### src/sv/amsd_pkg.sv
// amsd_pkg: constants, register indexes and controller/datapath structs
// for the adaptive median spike detector; no dependencies
`timescale 1ns / 1ps
`default_nettype none
package amsd_pkg;
  localparam int WINDOW   = 200;
  localparam int CHANNELS = 4;

  localparam int POS_W = $clog2(WINDOW);
  localparam int CNT_W = $clog2(WINDOW + 1);
  localparam int CH_W  = (CHANNELS > 1) ? $clog2(CHANNELS) : 1;

  localparam int SAMPLE_W = 16;
  localparam int TIME_W   = 48;
  localparam int THR_W    = 20;
  localparam int GAIN_W   = 12;
  localparam int SCALE_W  = 16;
  localparam int LEN_W    = 6;
  localparam int CONF_W   = 7;
  localparam int CFG_IDX_W  = 3;
  localparam int CFG_DATA_W = 16;

  localparam logic [THR_W-1:0] THR_MAX = '1;
  localparam int THR_SHIFT = 23;

  localparam logic [CFG_IDX_W-1:0] REG_GAIN0       = 3'd0;
  localparam logic [CFG_IDX_W-1:0] REG_ACTIVE_MASK = 3'd4;
  localparam logic [CFG_IDX_W-1:0] REG_NOISE_SCALE = 3'd5;
  localparam logic [CFG_IDX_W-1:0] REG_PRE_LEN     = 3'd6;
  localparam logic [CFG_IDX_W-1:0] REG_POST_LEN    = 3'd7;

  typedef struct packed {
    logic             load;       // request accepted, latch samples and read delay line
    logic             det_commit; // apply detection step
    logic             med_rd;     // median pass memory read
    logic             med_bit;    // resolve one median bit
    logic             thr_a;      // first threshold product
    logic             thr_b;      // second product, saturate, store
    logic [POS_W-1:0] addr;
    logic [3:0]       bit_idx;
    logic [CH_W-1:0]  ch;
  } amsd_cmd_t;

  typedef struct packed {
    logic emit;
    logic out_busy;
    logic wrap;
  } amsd_sts_t;
endpackage
`default_nettype wire

### src/sv/amsd_ctrl.sv
// amsd_ctrl: sequencer for detection step, radix median passes and
// threshold products; depends on amsd_pkg
`timescale 1ns / 1ps
`default_nettype none
module amsd_ctrl (
  input  wire logic                clk_i,
  input  wire logic                rst_ni,
  input  wire logic                in_valid_i,
  output logic                     in_ready_o,
  input  wire amsd_pkg::amsd_sts_t sts_i,
  output amsd_pkg::amsd_cmd_t      cmd_o
);
  import amsd_pkg::*;

  typedef enum logic [2:0] {
    S_IDLE, S_DET, S_MED_RD, S_MED_WAIT, S_MED_BIT, S_THR_A, S_THR_B
  } state_e;

  state_e           state_q;
  logic [POS_W-1:0] a_q;
  logic [3:0]       b_q;
  logic [CH_W-1:0]  ch_q;
  logic             det_ok;

  assign det_ok     = !(sts_i.emit && sts_i.out_busy);
  assign in_ready_o = (state_q == S_IDLE);

  always_comb begin
    cmd_o            = '0;
    cmd_o.addr       = a_q;
    cmd_o.bit_idx    = b_q;
    cmd_o.ch         = ch_q;
    cmd_o.load       = (state_q == S_IDLE) && in_valid_i;
    cmd_o.det_commit = (state_q == S_DET) && det_ok;
    cmd_o.med_rd     = (state_q == S_MED_RD);
    cmd_o.med_bit    = (state_q == S_MED_BIT);
    cmd_o.thr_a      = (state_q == S_THR_A);
    cmd_o.thr_b      = (state_q == S_THR_B);
  end

  always_ff @(posedge clk_i or negedge rst_ni) begin
    if (!rst_ni) begin
      state_q <= S_IDLE;
      a_q     <= '0;
      b_q     <= '0;
      ch_q    <= '0;
    end else begin
      case (state_q)
        S_IDLE: begin
          if (in_valid_i) state_q <= S_DET;
        end
        S_DET: begin
          if (det_ok) begin
            if (sts_i.wrap) begin
              a_q     <= '0;
              b_q     <= 4'd15;
              state_q <= S_MED_RD;
            end else begin
              state_q <= S_IDLE;
            end
          end
        end
        S_MED_RD: begin
          if (a_q == POS_W'(WINDOW - 1)) state_q <= S_MED_WAIT;
          else a_q <= a_q + 1'b1;
        end
        S_MED_WAIT: state_q <= S_MED_BIT;
        S_MED_BIT: begin
          a_q <= '0;
          if (b_q == 4'd0) begin
            ch_q    <= '0;
            state_q <= S_THR_A;
          end else begin
            b_q     <= b_q - 1'b1;
            state_q <= S_MED_RD;
          end
        end
        S_THR_A: state_q <= S_THR_B;
        S_THR_B: begin
          if (ch_q == CH_W'(CHANNELS - 1)) begin
            state_q <= S_IDLE;
          end else begin
            ch_q    <= ch_q + 1'b1;
            state_q <= S_THR_A;
          end
        end
        default: state_q <= S_IDLE;
      endcase
    end
  end
endmodule
`default_nettype wire

### config.mk
export PLATFORM = sky130hd
export DESIGN_NAME = amsd_ctrl
export DESIGN_NICKNAME = d
export VERILOG_FILES = /design/src/sv/amsd_pkg.sv /design/src/sv/amsd_ctrl.sv
export SDC_FILE = /design/constraint.sdc
export NUM_CORES = 1
export LEC_CHECK = 0
export ABC_AREA = 1
export BUFFER_PORTS_ARGS = -buffer_cell sky130_fd_sc_hd__buf_2
export CAP_MARGIN = 15
export CORE_MARGIN = 2
export CORE_UTILIZATION = 47
export CTS_CLUSTER_SIZE = 28
export DETAILED_ROUTE_END_ITERATION = 8
export PLACE_DENSITY = 0.75
export SLEW_MARGIN = 20
export SYNTH_ARGS = -nofsm -noshare
export SYNTH_HDL_FRONTEND = slang
export SYNTH_SLANG_ARGS = --single-unit
### constraint.sdc
create_clock -name clk_i -period 1.3 [get_ports clk_i]
set_input_delay 0.39 -clock clk_i [delete_from_list [all_inputs] [get_ports clk_i]]
set_output_delay 0.39 -clock clk_i [all_outputs]
set_load 0.1 [all_outputs]
==> results.md, run 1 <==
- Status: did not finish
- Stopped at: clock tree synthesis
- Tool Error: [ERROR DPL-0038] Utilization greater than 100%, impossible to legalize
- CTS Buf Count: 3
- CTS max path bufs: 2
- Root buffer cell: clkbuf_4
- Post-Synthesis Cells: about 160
- #FFs+latches synth: 17
- Place WS: -132.8 ps
- H-Tree Depth: 1
- Distinct cells, synth: 23
- Initial Util: between 40 and 50%
- Syn_nets: between 150 and 200
- Post-CTS Setup Repair Bufs: 21
- Sequential element share of the synthesized area: between 30 and 40%
- Rows: 17
- DP HPWL: between 2000 and 3000 um
- Die Wd: between 50 and 60 um
- Mapped Avg Cell Area: roughly 6.9 um^2
- Die Ht: between 50 and 60 um
- CTS Sinks: 17
- Mapped Area: roughly 0.0011 mm^2
- PortBufs: 26
- CTS resizes: just under 60
- Hold_buf cts: 0
- RePlAce Congestion: about 0.9
- I/O pins: 27
- Yosys warnings: 0
- DP Area: about 0.0019 mm^2
logic make-up after synthesis:
group,synth area share (%)
AO/OA/AOI/OAI,9.943
adder cells (fa/ha/maj),3.469
buffers and inverters,7.283
flip-flops,39.31
AND/OR/NAND/NOR,40.00
stage by stage:
| step | cells | setup TNS (ps) |
|---|---|---|
| after floorplan | 157 | -5092 |
| after global placement | 237 | -1188 |
| after detailed placement | 237 | -2342 |
synth_stat cells:
cell,number,share of area (%)
nor3_1,2,0.92
nand3_1,13,6.0
or2_2,1,0.58
nand3_2,1,0.92
o21ai_0,4,1.8
nand3b_1,1,0.69
inv_1,15,5.2
o21ai_2,1,0.81
nor2_2,5,2.9
nand2_4,1,1.0
ha_1,3,3.5
o21ai_1,4,1.8
nand4_1,1,0.58
o21bai_1,1,0.69
o2111ai_1,1,0.81
a21oi_1,7,3.2
dfrtp_1,17,39
inv_2,3,1.0
nand2_1,56,19
a21boi_1,1,0.69
nor2_1,15,5.2
buf_6,1,1.0
nand2_2,3,1.7
==> run 2: changes to the inputs <==
Settings changed: CORE_AREA set to 2 2 63 65, CORE_MARGIN 2 to not set, CORE_UTILIZATION 47 to not set, CTS_CLUSTER_SIZE 28 to not set, DIE_AREA set to 0 0 65 67, PLACE_DENSITY 0.75 to not set, PLACE_DENSITY_LB_ADDON set to 0.15.
Clock period 1.3 ns to 1.7 ns, I/O delays scaled along.
==> run 2 against run 1 <==
  * The flow now finishes, with violations (negative setup slack)
  * Area after synthesis is the same
  * Synthesized cell count is the same
==> results.md, run 2 <==
- Root buffer cell: clkbuf_8 (was clkbuf_4)
- Top reg by flops: a_q
- Die Ht: 67 um (was 51.99 um)
- I/O pins: 27 (unchanged)
- Reg2Reg Setup Slack: roughly 140 ps
- Hold_buf cts: 0 (unchanged)
- CTS max path bufs: 2 (unchanged)
- Met1 Usage GRT: around 17%
- Critical-path cell list: inv_2 -> nand2_2 -> nor2_4 -> buf_12
- LEAKAGE: 0.8406 nW
- Worst Path Required: 1190 ps
- Total GRT Usage: between 10% and 20%
- Max reg flops: 8
- Critical-path top delay cell: dfrtp_2
- Worst reg2reg path depth: 9
- Register share of total power: ~54%
- Area of the multi-input gates: 650.6 um^2
- Final net count: roughly 210
- CP Capture Type: primary output
- Routed vias/inst: 4.574
- Rows: 22 (was 17)
- Max Cap Violations: 0
- CP arrival: ~1200 ps
- DR pass1 iterations: 5
- Number of global-route vias before repair: around 1,100
- PwrDens: around 450 mW/mm^2
- Initial Util: 30.01% (was 49.40%)
- CTS Buf Count: 3 (unchanged)
- Commonest non-fill, non-tap cell in the layout: nand2_1
- Final worst-path cycle share: 102.8%
- Global Route met3 Usage: roughly 2%
- Ys async rst share: 100.0% (unchanged)
- Final Hold Vio Count: 0
- Synthesis-to-finish area growth: 53.64%
- Most instantiated cells after synthesis: nand2_1, dfrtp_1, inv_1, nor2_1, nand3_1 (unchanged)
- Largest cells by area after synthesis: dfrtp_1, nand2_1, nand3_1 (unchanged)
- Sequential element share of the synthesized area: 39.31% (unchanged)
- WP buf/inv: 2
- Fmax achieved: ~570 MHz
- Largest net degree at the start of global routing: 18
- Hold WC Path Type: in -> async
- Status: finished, violations left (was did not finish)
- CTS Sinks: 17 (unchanged)
- Top-area cell type share of the netlist area: 39.31% (unchanged)
- Core area: ~0.0036 mm^2
- Crit path time final: approximately 1700 ps
- Worst-path fanout max: 6
- Layout cells sized above 1: between 40% and 50%
- Most frequent cell after synthesis: nand2_1 (unchanged)
- RePlAce Congestion: 0.8131 (was 0.8972)
- Overflow after GRT: 0
- Clock transition at the registers of the reported paths: 70 ps
- Post-Synthesis Cells: 157 (unchanged)
- Most frequent cells in the layout: nand2_1, buf_2, buf_4
- Crit start category: register
- Psw: approximately 0.00017 W
- Die Wd: 65 um (was 51.99 um)
- Mapped Area: 0.001082 mm^2 (unchanged)
- Final Cell Area: 0.001663 mm^2
- Routed Antenna Nets: 0
- CTS tree: built
- Worst clock skew: just under 4 ps
- PortBufs: 26 (unchanged)
- Final core utilization: between 40% and 50%
- Distinct cells, synth: 23 (unchanged)
- Routed len/inst: roughly 11 um
- DP Area: 0.001460 mm^2 (was 0.001866 mm^2)
- DP HPWL: 2137 um (was 2816 um)
- Yosys warnings: 0 (unchanged)
- Diodes inserted: 0
- First-pass GRT wire length: approximately 5000 um
- Initial antenna violation count: 0
- Sw Ratio: between 20% and 30%
- Register Area: between 400 and 500 um^2
- Remaining DRCs: 0
- Met2 usage: between 20% and 30%
- Total number of vias: 1,148
- R2R Path Start: state_q[2]
- #FFs+latches synth: 17 (unchanged)
- Slowest stage delay, CP: about 460 ps
- Die footprint: roughly 0.0044 mm^2
- Fill cell count: ~350
- R2R Path End: a_q[5]
- Mapped Avg Cell Area: 6.894 um^2 (unchanged)
- EDFF count, synth: 0 (unchanged)
- Slew HR: approximately 67%
- # setup viols final: 7
- Worst path top cell family by delay: flip-flops
- Clk Latency, worst-skew pair: about 250 ps
- WS Path Type: reg -> out
- Top FF cell, synth: dfrtp_1 (unchanged)
- Violated checks: negative setup slack
- RSZ-0062 raised after global routing: yes
- Yosys top cell by area: dfrtp_1 (unchanged)
- Comb power frac: 4.8%
- Clock group share of total power: 40.9%
- Final Max Slew Viols: 0
- H-Tree Depth: 1 (unchanged)
- Worst Tran Pin Value: approximately 490 ps
- Cell-internal power: about 0.00058 W
- Drt total wl: 2809 um
- Syn_nets: 166 (unchanged)
- Initial DRC count: 40
- Registers with the most flip-flops: a_q (8), b_q (4), state_q (3)
- Max VDD drop: 0.1986 mV
- Final setup margin: -47.02 ps
- Global routing's busiest layer: met2
run 2: cell counts after synthesis:
Identical to the previous run, type by type.
run 2: how the worst max path moves through the flow:
| stage | start | end | slack, ps | cells after the start |
|---|---|---|---|---|
| after floorplan | state_q[2] | cmd_o[18] | -10 | 3 |
| after global placement | sts_i[2] | cmd_o[18] | 120 | 5 |
| after detailed placement | sts_i[2] | cmd_o[18] | 100 | 5 |
| after CTS | state_q[0] | cmd_o[16] | -60 | 4 |
| after global routing | state_q[0] | cmd_o[14] | -100 | 4 |
| final | state_q[0] | cmd_o[14] | -50 | 4 |
run 2: per-layer routing:
layer	vias up	part of all wire (%)	wire (um)
met5	-	0	0
met4	0	1.4	39
met3	5	3.2	91
met2	19	52	1455
met1	532	44	1222
li1	592	-	-
run 2: cell type report:
class / count / area share [%]
Sequential cell: 17 / 26.86
Inverter: 18 / 4.740
Multi-Input combinational cell: 121 / 39.13
Timing Repair Buffer: 43 / 22.95
Tap cell: 48 / 3.612
Clock buffer: 4 / 2.709
run 2: power by group through the flow:
stage	Combinational, W	Clock [W]	Sequential (W)
2_1_floorplan	0.00000808	0	0.000426
3_3_place_gp	0.0000371	0	0.000415
3_5_place_dp	0.0000375	0	0.000415
4_1_cts	0.0000373	0.000321	0.000407
5_1_grt	0.0000401	0.000338	0.000406
6_report	0.0000363	0.000307	0.000407
run 2: through the flow:
stage / std cells / setup TNS, ps / hold slack, ps / worst slack [ps] / power (W)
floorplan: 157 / -19.14 / 214.4 / -10.96 / 0.0004340
global placement: 233 / 0 / 468.8 / 122.4 / 0.0004517
detailed placement: 233 / 0 / 469.0 / 95.86 / 0.0004521
CTS: 250 / -234.6 / 187.7 / -57.49 / 0.0007647
global route: 251 / -558.9 / 209.3 / -95.81 / 0.0007850
finish: 251 / -247.7 / 175.1 / -47.02 / 0.0007499
run 2: worst reg2reg max path, delay by kind of cell (launching register included):
kind | cells | cell delay [ps]
buffers and inverters | 3 | 390
and+or+nand+nor | 6 | 570
DFF | 1 | 480
run 2: what timing repair did:
action,4_1_cts,5_1_grt
resized for setup,15,1
setup buffers,13,1
endpoints found under the setup margin,7,8
pin swaps,4,3
cloned,0,0
run 2: kinds of logic (layout without fill, tap and decap cells):
| kind of cell | after synthesis | in the layout | synth area share, % |
|---|---|---|---|
| flops | 17 | 17 | 39.31 |
| buf+inv | 19 | 65 | 7.283 |
| fa+ha+maj | 3 | 3 | 3.469 |
| compound gates | 19 | 19 | 9.943 |
| simple gates | 99 | 99 | 40.00 |
Power figures use the tool's default switching activity.
